`src/sv/lmbcs_pkg.sv`:
```
// Shared types, constants and lookup tables for the LMBCS byte-stream decoder.
package lmbcs_pkg;

  // Width of the saturating character counter.
  localparam int COUNT_BITS = 16;
  // Width of the visible count and of the storage limit.
  localparam int SHOW_BITS  = 16;
  // Width used when comparing the counter with 16-bit quantities.
  localparam int CMP_BITS   = (COUNT_BITS > SHOW_BITS) ? COUNT_BITS : SHOW_BITS;

  localparam logic [COUNT_BITS-1:0] COUNT_MAX = {COUNT_BITS{1'b1}};
  localparam logic [SHOW_BITS-1:0]  SHOW_MAX  = {SHOW_BITS{1'b1}};
  localparam logic [15:0]           LIMIT_RESET = 16'hFFFF;

  // Byte classes.
  localparam logic [7:0] BYTE_NUL        = 8'h00;
  localparam logic [7:0] BYTE_GRP1_PFX   = 8'h01;
  localparam logic [7:0] BYTE_PRINT_LO   = 8'h20;
  localparam logic [7:0] BYTE_PRINT_HI   = 8'h7F;
  localparam logic [7:0] CHAR_UNKNOWN    = 8'h3F;  // '?'

  // Decoder phase, one-hot.
  typedef enum logic [3:0] {
    PH_NORMAL = 4'b0001,
    PH_INDEX  = 4'b0010,
    PH_SKIP   = 4'b0100,
    PH_DONE   = 4'b1000
  } phase_t;

  // One source beat held in the input register.
  typedef struct packed {
    logic [7:0] src_byte;
    logic       last_byte;
  } beat_t;

  // Result of decoding one beat.
  typedef struct packed {
    logic                 emit;
    logic [7:0]           out_char;
    logic                 char_valid;
    logic                 stored;
    logic                 is_final;
    logic [SHOW_BITS-1:0] char_count;
  } res_t;

  // Group-1 character map, indexed by byte value.
  localparam logic [7:0] GRP1_ROM [256] = '{
    8'hB1, 8'h01, 8'h02, 8'h03, 8'h04, 8'h05, 8'h06, 8'h07,
    8'h08, 8'h09, 8'h0A, 8'h0B, 8'h0C, 8'h0D, 8'h0E, 8'h0F,
    8'h10, 8'h11, 8'h12, 8'h13, 8'h14, 8'h15, 8'h16, 8'h17,
    8'h18, 8'h19, 8'h1A, 8'h1B, 8'h1C, 8'h1D, 8'h1E, 8'h1F,
    8'hB1, 8'h7E, 8'hF8, 8'h5E, 8'h60, 8'h27, 8'h22, 8'h27,
    8'hB1, 8'h2D, 8'hC4, 8'hB1, 8'hB1, 8'hB1, 8'h3C, 8'h3E,
    8'hB1, 8'h7E, 8'hF8, 8'h5E, 8'h60, 8'h27, 8'hB1, 8'h2C,
    8'h22, 8'hB1, 8'hB1, 8'hB1, 8'hB1, 8'hB1, 8'hB1, 8'hB1,
    8'hB1, 8'hB1, 8'h98, 8'hB1, 8'hB1, 8'hB1, 8'hC6, 8'hC7,
    8'hDD, 8'hDE, 8'hB1, 8'hB1, 8'hB1, 8'hB1, 8'hB1, 8'hB1,
    8'hD0, 8'hD1, 8'hD2, 8'hD3, 8'hD4, 8'hD5, 8'hD6, 8'hD7,
    8'hD8, 8'hB5, 8'hB6, 8'hB7, 8'hB8, 8'hBD, 8'hBE, 8'hCF,
    8'hB1, 8'hB1, 8'hB1, 8'hB1, 8'hFC, 8'h6C, 8'h4C, 8'hB1,
    8'hB1, 8'hB1, 8'hB1, 8'hB1, 8'hB1, 8'hB1, 8'hB1, 8'hB1,
    8'hB1, 8'hB1, 8'hB1, 8'hB1, 8'hB1, 8'hB1, 8'hB1, 8'hB1,
    8'hB1, 8'hB1, 8'hB1, 8'hB1, 8'h4B, 8'hA9, 8'h9C, 8'h9E,
    8'h80, 8'h81, 8'h82, 8'h83, 8'h84, 8'h85, 8'h86, 8'h87,
    8'h88, 8'h89, 8'h8A, 8'h8B, 8'h8C, 8'h8D, 8'h8E, 8'h8F,
    8'h90, 8'h91, 8'h92, 8'h93, 8'h94, 8'h95, 8'h96, 8'h97,
    8'h98, 8'h99, 8'h9A, 8'h6F, 8'h9C, 8'h4F, 8'h78, 8'h9F,
    8'hA0, 8'hA1, 8'hA2, 8'hA3, 8'hA4, 8'hA5, 8'hA6, 8'hA7,
    8'hA8, 8'h54, 8'hAA, 8'hAB, 8'hAC, 8'hAD, 8'hAE, 8'hAF,
    8'hB0, 8'hB1, 8'hB2, 8'hB3, 8'hB4, 8'h41, 8'h41, 8'h41,
    8'h63, 8'hB9, 8'hBA, 8'hBB, 8'hBC, 8'h9B, 8'h9D, 8'hBF,
    8'hC0, 8'hC1, 8'hC2, 8'hC3, 8'hC4, 8'hC5, 8'h61, 8'h41,
    8'hC8, 8'hC9, 8'hCA, 8'hCB, 8'hCC, 8'hCD, 8'hCE, 8'hB1,
    8'h64, 8'h44, 8'h45, 8'h45, 8'h45, 8'h69, 8'h49, 8'h49,
    8'h49, 8'hD9, 8'hDA, 8'hDB, 8'hDC, 8'h7C, 8'h49, 8'hDF,
    8'h4F, 8'hE1, 8'h4F, 8'h4F, 8'h6F, 8'h4F, 8'hE6, 8'h70,
    8'h50, 8'h55, 8'h55, 8'h55, 8'h79, 8'h59, 8'h5F, 8'h27,
    8'h2D, 8'hF1, 8'h3D, 8'hB1, 8'h14, 8'h15, 8'hF6, 8'h2C,
    8'hF8, 8'h22, 8'hF9, 8'h31, 8'h33, 8'hFD, 8'hFE, 8'hFF
  };

  // Total group length in bytes, prefix included, by prefix value.
  localparam logic [1:0] GRP_LEN_ROM [32] = '{
    2'd1, 2'd2, 2'd2, 2'd2, 2'd2, 2'd2, 2'd2, 2'd1,
    2'd2, 2'd1, 2'd1, 2'd2, 2'd2, 2'd1, 2'd2, 2'd2,
    2'd3, 2'd3, 2'd3, 2'd3, 2'd3, 2'd3, 2'd3, 2'd3,
    2'd3, 2'd1, 2'd3, 2'd3, 2'd3, 2'd3, 2'd3, 2'd3
  };

endpackage

```
`src/sv/lmbcs_byte_stream_decoder.sv`:
```
// Top level of the LMBCS byte-stream decoder: input stage, decode core, result register.
//
//   channel  | handshake             | payload
//   ---------+-----------------------+-----------------------------------------------
//   input    | in_valid / in_ready   | src_byte, last_byte
//   output   | out_valid / out_ready | out_char, char_valid, stored, is_final,
//            |                       | char_count
//   config   | cfg_wr_en             | cfg_wr_data (dest_limit)
//
// The decoder takes one source beat per cycle while the output is not stalled and gives
// at most one result beat for it. A beat is held in the input register and decoded on
// its way into the result register, from which its result can be taken.
// Stalls on the output hold the result register and, through in_ready, the input
// register; the ready path runs combinationally from out_ready to in_ready.
// Synchronous reset empties both registers, returns the decoder to the start of a
// string with a zero count, and sets dest_limit to 65535.
module lmbcs_byte_stream_decoder import lmbcs_pkg::*; (
  input  logic        clk,
  input  logic        rst,

  input  logic        in_valid,
  output logic        in_ready,
  input  logic [7:0]  src_byte,
  input  logic        last_byte,

  output logic        out_valid,
  input  logic        out_ready,
  output logic [7:0]  out_char,
  output logic        char_valid,
  output logic        stored,
  output logic        is_final,
  output logic [15:0] char_count,

  input  logic        cfg_wr_en,
  input  logic [15:0] cfg_wr_data
);

  logic [15:0] dest_limit;
  logic        held_valid;
  beat_t       held_beat;
  res_t        res;
  logic        out_free;
  logic        step;

  // The user must rewrite the storage limit only while the decoder is idle; the block does not enforce it.
  always_ff @(posedge clk) begin
    if (rst) begin
      dest_limit <= LIMIT_RESET;
    end else if (cfg_wr_en) begin
      dest_limit <= cfg_wr_data;
    end
  end

  // The result register can be loaded when it is empty or being drained this cycle.
  assign out_free     = !out_valid || out_ready;
  // A held beat is decoded, and the string state advanced, when the result slot is free.
  assign step         = held_valid && out_free;

  lmbcs_in_reg u_in_reg (
    .clk        (clk),
    .rst        (rst),
    .in_valid   (in_valid),
    .in_ready   (in_ready),
    .src_byte   (src_byte),
    .last_byte  (last_byte),
    .advance    (out_free),
    .held_valid (held_valid),
    .held_beat  (held_beat)
  );

  lmbcs_core u_core (
    .clk        (clk),
    .rst        (rst),
    .step       (step),
    .beat       (held_beat),
    .dest_limit (dest_limit),
    .res        (res)
  );

  // Beats that decode to nothing (prefixes, skipped group bytes, bytes after NUL)
  // leave the result register empty.
  always_ff @(posedge clk) begin
    if (rst) begin
      out_valid <= 1'b0;
    end else if (out_free) begin
      out_valid <= step && res.emit;
    end
  end

  always_ff @(posedge clk) begin
    if (step && res.emit) begin
      out_char   <= res.out_char;
      char_valid <= res.char_valid;
      stored     <= res.stored;
      is_final   <= res.is_final;
      char_count <= res.char_count;
    end
  end

endmodule

```
`src/sv/lmbcs_in_reg.sv`:
```
// Input register stage of the LMBCS decoder: captures one source beat.
module lmbcs_in_reg import lmbcs_pkg::*; (
  input  logic  clk,
  input  logic  rst,
  input  logic  in_valid,
  output logic  in_ready,
  input  logic  [7:0] src_byte,
  input  logic  last_byte,
  input  logic  advance,
  output logic  held_valid,
  output beat_t held_beat
);

  // The slot takes a new beat when it is empty or its beat moves on now.
  assign in_ready = !held_valid || advance;

  always_ff @(posedge clk) begin
    if (rst) begin
      held_valid <= 1'b0;
    end else if (in_ready) begin
      held_valid <= in_valid;
    end
  end

  always_ff @(posedge clk) begin
    if (in_ready && in_valid) begin
      held_beat.src_byte  <= src_byte;
      held_beat.last_byte <= last_byte;
    end
  end

endmodule

```
`src/sv/lmbcs_core.sv`:
```
// Decode logic and string state of the LMBCS decoder.
module lmbcs_core import lmbcs_pkg::*; (
  input  logic        clk,
  input  logic        rst,
  input  logic        step,
  input  beat_t       beat,
  input  logic [15:0] dest_limit,
  output res_t        res
);

  phase_t                phase, phase_next;
  logic [1:0]            skip_left, skip_left_next;
  logic [COUNT_BITS-1:0] char_total, char_total_next;

  logic                  valid_c;
  logic                  counts_c;
  logic                  ends_c;
  logic [7:0]            ch_c;
  logic [1:0]            rest_c;
  logic [CMP_BITS-1:0]   total_wide;

  always_comb begin
    phase_next      = phase;
    skip_left_next  = skip_left;
    char_total_next = char_total;
    valid_c         = 1'b0;
    counts_c        = 1'b1;
    ends_c          = 1'b0;
    ch_c            = 8'h00;
    rest_c          = GRP_LEN_ROM[beat.src_byte[4:0]] - 2'd1;
    res             = '0;

    unique case (phase)
      PH_DONE: begin
        // Everything after the terminator, the last beat included, is dropped.
        if (beat.last_byte) begin
          phase_next      = PH_NORMAL;
          skip_left_next  = '0;
          char_total_next = '0;
        end
      end
      PH_INDEX: begin
        ch_c       = GRP1_ROM[beat.src_byte];
        valid_c    = 1'b1;
        phase_next = PH_NORMAL;
      end
      PH_SKIP: begin
        if (skip_left != 2'd0) begin
          skip_left_next = skip_left - 2'd1;
        end
        if (skip_left_next == 2'd0) begin
          phase_next = PH_NORMAL;
        end
      end
      PH_NORMAL: begin
        priority if (beat.src_byte >= BYTE_PRINT_LO && beat.src_byte <= BYTE_PRINT_HI) begin
          ch_c    = beat.src_byte;
          valid_c = 1'b1;
        end else if (beat.src_byte == BYTE_NUL) begin
          valid_c  = 1'b1;
          counts_c = 1'b0;
          ends_c   = 1'b1;
        end else if (beat.src_byte == BYTE_GRP1_PFX) begin
          phase_next = PH_INDEX;
        end else if (beat.src_byte < BYTE_PRINT_LO) begin
          ch_c    = CHAR_UNKNOWN;
          valid_c = 1'b1;
          if (rest_c != 2'd0) begin
            skip_left_next = rest_c;
            phase_next     = PH_SKIP;
          end
        end else begin
          ch_c    = GRP1_ROM[beat.src_byte];
          valid_c = 1'b1;
        end
      end
      default: begin
        phase_next = PH_NORMAL;
      end
    endcase

    if (phase != PH_DONE) begin
      if (valid_c) begin
        res.stored = CMP_BITS'(char_total) < CMP_BITS'(dest_limit);
        if (counts_c && char_total != COUNT_MAX) begin
          char_total_next = char_total + 1'b1;
        end
      end

      total_wide     = CMP_BITS'(char_total_next);
      res.emit       = valid_c || beat.last_byte;
      res.out_char   = ch_c;
      res.char_valid = valid_c;
      res.is_final   = ends_c || beat.last_byte;
      res.char_count = (total_wide > CMP_BITS'(SHOW_MAX)) ? SHOW_MAX
                                                           : total_wide[SHOW_BITS-1:0];

      if (beat.last_byte) begin
        phase_next      = PH_NORMAL;
        skip_left_next  = '0;
        char_total_next = '0;
      end else if (ends_c) begin
        phase_next     = PH_DONE;
        skip_left_next = '0;
      end
    end else begin
      total_wide = '0;
    end
  end

  always_ff @(posedge clk) begin
    if (rst) begin
      phase      <= PH_NORMAL;
      skip_left  <= '0;
      char_total <= '0;
    end else if (step) begin
      phase      <= phase_next;
      skip_left  <= skip_left_next;
      char_total <= char_total_next;
    end
  end

endmodule

```
`config.mk`:
```
export PLATFORM = sky130hd
export DESIGN_NAME = lmbcs_byte_stream_decoder
export DESIGN_NICKNAME = d
export VERILOG_FILES = /design/src/sv/lmbcs_pkg.sv /design/src/sv/lmbcs_byte_stream_decoder.sv /design/src/sv/lmbcs_in_reg.sv /design/src/sv/lmbcs_core.sv
export SDC_FILE = /design/constraint.sdc
export NUM_CORES = 1
export LEC_CHECK = 0
export BUFFER_PORTS_ARGS = -buffer_cell sky130_fd_sc_hd__buf_2
export CAP_MARGIN = 20
export CORE_AREA = 3 3 105 107
export CTS_BUF_LIST = sky130_fd_sc_hd__clkbuf_4
export DETAILED_ROUTE_END_ITERATION = 10
export DIE_AREA = 0 0 108 110
export HOLD_SLACK_MARGIN = 0.12
export PLACE_DENSITY = 0.88
export SLEW_MARGIN = 20
export SYNTH_ARGS = -nofsm -noshare
export SYNTH_HDL_FRONTEND = slang
export SYNTH_SLANG_ARGS = --single-unit
export TNS_END_PERCENT = 1
```
`constraint.sdc`:
```
create_clock -name clk -period 6 [get_ports clk]
set_input_delay 0.3 -clock clk [delete_from_list [all_inputs] [get_ports clk]]
set_output_delay 0.3 -clock clk [all_outputs]
set_load 0.005 [all_outputs]
```
# Yosys cells after proc, flatten, opt, wreduce, memory -nomap -nowiden
# Memory sizes are Yosys's and may differ from the RTL's.
# Index checks and enable logic that the tools add are counted.
[totals] n_memories=2 in_bits=30 word_cells=102 output_inout_bits=29 register_bits=76 mem_bits_ro=2112
[classes] n_reduce_logical=16 order_cmp=7 eq_ne=7 add_sub_neg=3 mux=52 bitwise_logic=2
[memory_table] name="(no name shown)" depth=256 word_bits=8 rd=1 rd_ports_with_merged_regs=0 wr=0 line_no="lmbcs_core.sv:43" rtl="ch_c = GRP1_ROM[beat.src_byte];"
[memory_table] name="(no name shown)" depth=32 word_bits=2 rd=1 rd_ports_with_merged_regs=0 wr=0 line_no="lmbcs_core.sv:30" rtl="rest_c = GRP_LEN_ROM[beat.src_byte[4:0]] - 2'd1;"
[op_table] cell="2-to-1 mux 16 bit" n=8
[op_table] cell="2-to-1 mux 8 bit" n=6
[op_table] cell="2-to-1 mux 4 bit" n=10
[op_table] cell="2-to-1 mux 28 bit" n=1
[op_table] cell="2-to-1 mux 2 bit" n=13
[op_table] cell="adder 16 x 1 -> 16 bit (second input constant)" n=1
[op_table] cell="> comparator 16 bit (second input constant)" n=1
[op_table] cell="< comparator 16 bit" n=1
[op_table] cell="inequality test 16 bit (second input constant)" n=1
[op_table] cell="case mux 8 bit (2 select lines)" n=1
[op_table] cell="case mux 4 bit (3 select lines)" n=1
[op_table] cell="2-to-1 mux 1 bit" n=10
[op_table] cell=">= comparator 9 bit (second input constant)" n=1
[op_table] cell="inverter 8 -> 9 bit" n=1
[op_table] cell="== test 8 x 1 -> 1 bit (second input constant)" n=1
[op_table] cell=">= comparator 8 x 6 -> 1 bit (second input constant)" n=1
[op_table] cell="less-or-equal comparator 8 x 7 -> 1 bit (second input constant)" n=1
[op_table] cell="zero test 8 bit" n=1
[op_table] cell="< comparator 8 x 6 -> 1 bit (second input constant)" n=1
[op_table] cell=">= comparator 6 bit (second input constant)" n=1
[op_table] cell="inverter 5 -> 6 bit" n=1
[op_table] cell="case mux 2 bit (3 select lines)" n=1
[op_table] cell="logical AND 1 bit" n=5
[op_table] cell="== test 4 x 1 -> 1 bit (second input constant)" n=1
[op_table] cell="other kinds (11)" n=17

# Logic depth before layout (Yosys ltp)
# Gate-level depths: netlist of the first run.
[logic_depth] depth_word=15 ltp_mapped=16 depth_no_buf=12

# Modules after synthesis
# From an unflattened synthesis of the first run, not the netlist that was laid out.
[unflattened] cells_unflattened=745 area_unflattened_um2=6040.8
[by_module_without_submodules] module="lmbcs_core" cells_per_inst=645 seq_area_each_um2=440.4 area_per_inst_um2=4256.6 instances=1
[by_module_without_submodules] module="lmbcs_byte_stream_decoder" cells_per_inst=86 seq_area_each_um2=1151.1 area_per_inst_um2=1458.9 instances=1
[by_module_without_submodules] module="lmbcs_in_reg" cells_per_inst=14 seq_area_each_um2=290.3 area_per_inst_um2=325.3 instances=1

# Least setup slack after synthesis of the first run
# No wires, ideal clock.
[synth_path] path_type="register -> register" from="register u_in_reg.held_beat[2] (netlist name)" to="register u_core.skip_left[1]" t_required_ns=5.908 slack_ns=2.635 path_stages_with_launch=14 arrival_ns=3.272 period_less_slack_ns=3.365 path_cell_list="edfxtp_1 clkbuf_1 clkbuf_1 inv_1 ha_1 buf_2 mux4_2 nand2b_1 ha_1 nor4_1 o311ai_0 nor2_1 a21oi_1 o32ai_1"
[synth_via] elab_chain_len=15
[synth_rtl] element="inverter 5 -> 6 bit (not written as such)" line_no="lmbcs_core.sv:30"
[synth_rtl] element="memory (32 x 2 bit)"
[synth_rtl] element="2-to-1 mux 2 bit (not written as such) (2 in series)" line_no="lmbcs_core.sv:30"
[synth_rtl] element="subtractor 2 x 1 -> 2 bit" line_no="lmbcs_core.sv:30"
[synth_rtl] element="nonzero test 2 bit" line_no="lmbcs_core.sv:68" rtl="if (rest_c != 2'd0) begin"
[synth_rtl] element="2-to-1 mux 2 bit" line_no="lmbcs_core.sv:68"
[synth_rtl] element="2-to-1 mux 2 bit" line_no="lmbcs_core.sv:65" rtl="end else if (beat.src_byte < BYTE_PRINT_LO) begin"
[synth_rtl] element="2-to-1 mux 2 bit" line_no="lmbcs_core.sv:63" rtl="end else if (beat.src_byte == BYTE_GRP1_PFX) begin"
[synth_rtl] element="2-to-1 mux 2 bit" line_no="lmbcs_core.sv:59" rtl="end else if (beat.src_byte == BYTE_NUL) begin"
[synth_rtl] element="2-to-1 mux 2 bit" line_no="lmbcs_core.sv:56" rtl="priority if (beat.src_byte >= BYTE_PRINT_LO && beat.src_byte <= BYTE_PRINT_HI) begin"
[synth_rtl] element="case mux 2 bit (3 select lines)" line_no="lmbcs_core.sv:33" rtl="unique case (phase)"
[synth_rtl] element="2-to-1 mux 2 bit" line_no="lmbcs_core.sv:102" rtl="end else if (ends_c) begin"
[synth_rtl] element="2-to-1 mux 2 bit" line_no="lmbcs_core.sv:98" rtl="if (beat.last_byte) begin"
[synth_rtl] element="2-to-1 mux 2 bit *" line_no="lmbcs_core.sv:82" rtl="if (phase != PH_DONE) begin"
[synth_rtl] element="end signal: assignment" line_no="lmbcs_core.sv:118" rtl="skip_left <= skip_left_next;"
[synth_rtl] element="end: declaration" line_no="lmbcs_core.sv:12" rtl="logic [1:0] skip_left, skip_left_next;"
# Mark *: on every way between the ends. The rest lies on a longest branch, timed or not. The select of a mux whose other input is x is not followed.
# A chain may end at the register's enable or synchronous reset.

# Worst setup path in the final report of the first run
[layout_path] from="register u_in_reg.held_beat[2] (netlist name)" to="register u_core.skip_left[1]"
[layout_via] elab_chain_len=15
[layout_rtl] element="inverter 5 -> 6 bit (not written as such)" line_no="lmbcs_core.sv:30"
[layout_rtl] element="memory (32 x 2 bit)"
[layout_rtl] element="2-to-1 mux 2 bit (not written as such) (2 in series)" line_no="lmbcs_core.sv:30"
[layout_rtl] element="subtractor 2 x 1 -> 2 bit" line_no="lmbcs_core.sv:30"
[layout_rtl] element="nonzero test 2 bit" line_no="lmbcs_core.sv:68"
[layout_rtl] element="2-to-1 mux 2 bit" line_no="lmbcs_core.sv:68"
[layout_rtl] element="2-to-1 mux 2 bit" line_no="lmbcs_core.sv:65"
[layout_rtl] element="2-to-1 mux 2 bit" line_no="lmbcs_core.sv:63"
[layout_rtl] element="2-to-1 mux 2 bit" line_no="lmbcs_core.sv:59"
[layout_rtl] element="2-to-1 mux 2 bit" line_no="lmbcs_core.sv:56"
[layout_rtl] element="case mux 2 bit (3 select lines)" line_no="lmbcs_core.sv:33"
[layout_rtl] element="2-to-1 mux 2 bit" line_no="lmbcs_core.sv:102"
[layout_rtl] element="2-to-1 mux 2 bit" line_no="lmbcs_core.sv:98"
[layout_rtl] element="2-to-1 mux 2 bit *" line_no="lmbcs_core.sv:82"
# Marked as above.

==> flow_summary.toml, run 1 <==
[setup_path]
crit_chain = "inv_1 > ha_1 > mux4_2 > nand2b_1 > ha_1 > nor4_1 > o311ai_0 > nor2_1 > a21oi_1 > o32ai_1"
crit_slowest_cell = "edfxtp_1"
cp-start-kind = "register"
crit_cells = 10
critPathMostFrequentCell = "ha_1"
r2r_slack_ns = 2.18
crit_fanout = 24
crit_buf_inv = 1
crit_path_max_incr_delay_ns = 0.89
timing.rr.end = "u_core.skip_left[1]"
startpoint = "u_in_reg.held_beat[2]"
cp_top_family = "flip-flops"
critical_path_class = "register to register"
cp_data_required_time_ns = 6.34
r2r-start = "u_in_reg.held_beat[2]"
reg2reg_depth = 10
worstPathArrival_ns = 4.16
endpoint_kind = "register"

[yosys]
synth_edf_count = 36
synth_cell_types = 77
ys_seq_elements = 76
seq_area_frac_synth_pct = 30.9
synthCells = 744
synth_top_cell_by_area = "edfxtp_1"
syn-num-nets = 798
synth_top_area_share_pct = 17.8
synth_area_leaders = "edfxtp_1 18%, dfxtp_1 13%, ha_1 4.9%, a21oi_1 4.7%, nand2_1 4.4%"
ys.flop_type = "dfxtp_1"
synthArstFlopShare_pct = 0
synth-warning-count = 0
synth_area_per_cell_sq_um = 8.18
syn_area_sq_um = 6080

[power_and_ir_drop]
max-vdd-ir-drop_mv = 0.176
finalPower_mw = 1.21
power_density_nw_per_um2 = 181
p_leak_nw = 2.58

[placement]
placed_cells = 873
dpl-instance-area_sq_um = 6290
dp_hpwl_um = 13100
port_buffers = 58
routabilityCongestion = 1.01

[route]
drt_first_pass_iters = 8
drt_iter0_drc = 980
drc = 0
antenna_left = 0
drt-total-wl_um = 19500
viasPerCell = 6.97
wl_per_cell_um = 21.3
num_vias = 6382

[floorplan]
dieHeight_um = 110
start_util_pct = 59.5
design.core.area_sq_um = 10200
ios = 59
die_x_um = 108
std_cell_rows = 37
die_area_sq_um = 11900

[global_routing]
grt_overflow = 0
track_usage_pct = 32.8
grt_max_degree = 72
grt_pass1_wl_um = 30700
grt_util_met1_pct = 46.9
busiest_layer = "met2"
grtUsageMet2_pct = 47.9
gr-usage-met3_pct = 8.97
grt_pass1_vias = 5796
antenna_found_initial = 0

[timing]
rsz0062_at_grt = "no"
setup_violations = 0
tns_ns = 0
timing.final.crit_share_pct = 63.7
report.final.slew_viol_count = 0
worstMarginPinSlew_ns = 0.765
hold_viol = 0
final.setup_skew_ns = 0.0159
slew_headroom_pct = 47.7
fin_crit_ns = 3.82
fmax_mhz = 262

[clocking]
tritoncts = "done"
htree_levels = 3
post-cts-setup-buffers = 0
cts_resized = 0
cts_max_path_buffers = 2
clkTransAtPathRegs_ns = 0.14
ctsHoldBuffers = 26
cts_made_buffers = 9
clock-sinks = 76
clk_latency_ns = 0.44
cts_root_buffer = "clkbuf_4"

[final_layout]
nets = 828
final_common_cell = "nand2_1"
layout-drive-gt1-share_pct = 13.6
layout_common_cells = "71 x nand2_1, 58 x buf_2, 57 x a21oi_1"
num_antenna_cells = 0
design_area_sq_um = 6710
instances_no_fill = 915
area_growth_pct = 10.3

[hold_path]
min_from = "rst"
whs_path_depth = 2
worstHoldEndpoint = "u_in_reg.held_valid"
hp-class = "primary input to register"

[outcome]
status = "finished clean"

[job]
maxCapViolCount = 0
## stage by stage
stage	util [%]	setup WS, ns	hold WS [ns]
after floorplan	-	2.64	0.399
after global placement	61.5	2.42	0.477
after detailed placement	61.5	2.27	0.479
after CTS	65.6	2.24	0.184
after global routing	65.6	1.93	0.199
final	65.6	2.18	0.204
## worst register-to-register path, cell delays in order (launching register included)
cell and delay (ns):
edfxtp_1 0.89, inv_1 0.26, ha_1 0.48, mux4_2 0.49, nand2b_1 0.18, ha_1 0.22
nor4_1 0.30, o311ai_0 0.33, nor2_1 0.18, a21oi_1 0.08, o32ai_1 0.31
## cell usage after synthesis, types with 16 or more instances
master,instances
o21ai_0,46
inv_1,30
buf_2,16
edfxtp_1,36
nor2b_1,16
nor2_1,30
o211ai_1,30
nand2_1,71
a21oi_1,57
ha_1,24
dfxtp_1,40
a211oi_1,16
clkbuf_1,48
nand3_1,26
## worst max-delay path by stage
stage	endpoint	slack, ns
2_1_floorplan	u_core.skip_left[1]	2.64
3_3_place_gp	u_core.skip_left[1]	2.42
3_5_place_dp	u_core.skip_left[1]	2.27
4_1_cts	char_count[10]	2.24
5_1_grt	u_core.skip_left[1]	1.93
6_report	u_core.skip_left[1]	2.18
## cell type report
cell class | count | area (sq um)
Clock buffer | 9 | 67.6
Multi-Input combinational cell | 562 | 3760
Clock inverter | 7 | 97.6
Inverter | 32 | 120
Fill cell | 875 | 3520
Sequential cell | 76 | 1880
Timing Repair Buffer | 93 | 618
Tap cell | 136 | 170
## per-layer routing
metal	routed length, um	up-vias
li1	-	2906
met1	8110	2936
met2	8290	486
met3	2530	54
met4	561	0
met5	0	-
## state kept, by name, indices dropped and copies added, names as in the netlist
register / cells
char_count: 16
stored: 1
u_core.skip_left: 2
dest_limit: 16
u_core.phase: 4
u_in_reg.held_beat: 9
char_valid: 1
out_char: 8
out_valid: 1
is_final: 1
u_in_reg.held_valid: 1
u_core.char_total: 16
## power by group
group | total [mW] | internal [mW] | switching [mW] | leakage, nW
logic | 0.256 | 0.0935 | 0.163 | 1.83
registers | 0.580 | 0.567 | 0.0131 | 0.657
clock network | 0.378 | 0.172 | 0.205 | 0.0912
total | 1.21 | 0.833 | 0.381 | 2.58
## logic make-up (layout without fill, tap and decap cells)
logic type | Yosys count | count (layout) | share of synthesized area (%)
compound gates | 269 | 269 | 31.1
simple gates | 252 | 252 | 22.6
buf+inv | 106 | 141 | 7.30
flops | 76 | 76 | 30.9
fa+ha+maj | 24 | 24 | 4.94
mux | 12 | 12 | 2.45
xor+xnor | 5 | 5 | 0.720
Power figures use the tool's default switching activity.
==> run 2, diff against run 1 <==
- ABC_AREA: default -> 1
- PLACE_DENSITY: 0.88 -> 0.87
- clock period: 6 -> 3.93 ns (I/O delays scaled with it)
==> run 2 against run 1 <==
  * Sequential power is 54% higher
  * Clock power is 52% higher
  * Maximum frequency is 30% higher
  * Synthesized area is 1.0% lower
  * Wire length is 24% higher
  * Largest cell class unchanged
  * Combinational power is 66% higher
  * Via count is 15% higher
  * Flip-flop and latch count stayed put
==> flow_summary.toml, run 2 <==
[outcome]
status = "finished clean"

[timing]
slew_headroom_pct = 51.1
rsz0062_at_grt = "no"
fmax_mhz = 341
timing.final.crit_share_pct = 74.6
fin_ws_ns = 0.997
fin_crit_ns = 2.93
setup_violations = 0
report.final.slew_viol_count = 0
worstMarginPinSlew_ns = 0.734
hold_viol = 0
tns_ns = 0
final.setup_skew_ns = 0.0165

[hold_path]
whs_path_depth = 4
min_from = "out_ready"
hp-class = "primary input to register"

[setup_path]
crit_fanout = 27
crit_buf_inv = 6
crit_slowest_cell = "edfxtp_1"
r2r-start = "u_in_reg.held_beat[2]"
cp_data_required_time_ns = 4.07
critPathMostFrequentCell = "inv_1"
timing.rr.end = "char_count[12]"
r2r_slack_ns = 1.0
cp_top_family = "buffers and inverters"
endpoint_kind = "register"
critical_path_class = "register to register"
reg2reg_depth = 13
cp-start-kind = "register"
crit_path_max_incr_delay_ns = 0.56
crit_cells = 13
crit_chain = "inv_1 > ha_1 > nand2_1 > inv_2 > nand3_2 > inv_1 > o21ai_2 > nand2_4 > inv_4 > nand2_1 > nand3_1 > inv_1 > buf_4"
endpoint = "char_count[12]"
worstPathArrival_ns = 3.07
startpoint = "u_in_reg.held_beat[2]"

[global_routing]
grt_max_degree = 41
grt_pass1_vias = 6762
antenna_found_initial = 0
grt_pass1_wl_um = 36900
grt_overflow = 0
track_usage_pct = 41.1

[final_layout]
n_fill_cell = 905
final_common_cell = "nand2_1"
area_growth_pct = 13.6
num_antenna_cells = 0
top_regs = "char_count (16), dest_limit (16), u_core.char_total (16)"
final_core_util_pct = 66.9
nets = 1077
layout_common_cells = "322 x nand2_1, 100 x a21oi_1, 89 x nand3_1"
layout-drive-gt1-share_pct = 11.2

[yosys]
seq_area_frac_synth_pct = 31.2
syn_area_sq_um = 6020
ys_seq_elements = 76
synthCells = 950
synth_top_area_share_pct = 20.1
synth-warning-count = 0
synth_cell_types = 38
synthArstFlopShare_pct = 0
syn-num-nets = 1004
synthMostInstantiatedCell = "nand2_1"
synth_area_leaders = "nand2_1 20%, edfxtp_1 18%, dfxtp_1 13%, a21oi_1 8.3%, nand3_1 7.4%"
synthTopCellsByCount = "322 x nand2_1, 100 x a21oi_1, 89 x nand3_1, 88 x inv_1, 63 x nor2_1"
synth_top_cell_by_area = "nand2_1"
ys.flop_type = "dfxtp_1"
synth_edf_count = 36
synth_area_per_cell_sq_um = 6.34

[clocking]
post-cts-setup-buffers = 0
clkTransAtPathRegs_ns = 0.13
cts_made_buffers = 9
htree_levels = 3
cts_root_buffer = "clkbuf_4"
clock-sinks = 76
clk_latency_ns = 0.46
cts_max_path_buffers = 2
tritoncts = "done"
ctsHoldBuffers = 27
cts_resized = 0

[route]
drc = 0
wl_per_cell_um = 20.7
drt-total-wl_um = 24100
drt_iter0_drc = 1179
num_vias = 7355
drt_first_pass_iters = 6
viasPerCell = 6.32
antenna_left = 0

[power_and_ir_drop]
finalPower_mw = 1.89
max-vdd-ir-drop_mv = 0.283
power_density_nw_per_um2 = 277
p_leak_nw = 3.19

[floorplan]
die_x_um = 108
start_util_pct = 58.9
std_cell_rows = 37
dieHeight_um = 110
ios = 59
design.core.area_sq_um = 10200
die_area_sq_um = 11900

[placement]
routabilityCongestion = 1.12
port_buffers = 58
place_ws_ns = 1.06
dp_hpwl_um = 17000

[job]
maxCapViolCount = 0
-- run 2: cell count changes in the layout (fill, tap and decap cells not counted), moves of 16 or more --
cell and delta:
nor2_1 +33, nand2_1 +251, a211oi_1 -16, nor2b_1 -16, o211ai_1 -26, a21oi_1 +43, nand3_1 +63, inv_1 +58
-- run 2: final cells by class --
cell class | instances | area [sq um] | area share (%)
Clock inverter | 6 | 86.3 | 1.26
Multi-Input combinational cell | 735 | 3550 | 51.9
Sequential cell | 76 | 1880 | 27.5
Timing Repair Buffer | 105 | 711 | 10.4
Tap cell | 136 | 170 | 2.49
Inverter | 96 | 363 | 5.30
Clock buffer | 10 | 75.1 | 1.10
-- run 2: metal layers --
layer  global-route usage (%)  wire, um  up-vias
met1                     56.3      9400     3331
li1                         -         -     3302
met4                     16.2      1050        0
met3                     13.7      3650       94
met2                     59.9      9980      628
met5                        0         0        -
-- run 2: how the worst min path moves through the flow --
stage / slack (ns) / to
2_1_floorplan: 0.30 / u_in_reg.held_beat[0]
3_3_place_gp: 0.37 / u_in_reg.held_beat[8]
3_5_place_dp: 0.38 / u_in_reg.held_beat[8]
4_1_cts: 0.18 / out_valid
5_1_grt: 0.23 / out_valid
6_report: 0.21 / out_valid
-- run 2: kinds of logic after synthesis --
logic type	share of synthesized area, %
flops	31.2
buf+inv	9.74
simple gates	35.2
xor+xnor	1.45
fa+ha+maj	4.99
compound gates	17.4
-- run 2: report_power, final --
part / leakage [nW] / internal, mW / switching, mW
clock network: 0.0915 / 0.267 / 0.306
registers: 0.653 / 0.866 / 0.0285
logic: 2.44 / 0.137 / 0.289
total: 3.19 / 1.27 / 0.623
-- run 2: worst register-to-register path, cell delays in order (launching register included) --
cell and delay [ns]:
edfxtp_1 0.56, inv_1 0.34, ha_1 0.33, nand2_1 0.10, inv_2 0.10, nand3_2 0.07, inv_1 0.08, o21ai_2 0.07
nand2_4 0.20, inv_4 0.15, nand2_1 0.08, nand3_1 0.11, inv_1 0.08, buf_4 0.32
-- run 2: through the flow --
step / instances / hold slack (ns) / instance area (sq um)
2_1_floorplan: 950 / 0.295 / 6020
3_3_place_gp: 1121 / 0.374 / 6410
3_5_place_dp: 1121 / 0.376 / 6410
4_1_cts: 1164 / 0.176 / 6840
5_1_grt: 1164 / 0.228 / 6840
6_report: 1164 / 0.208 / 6840
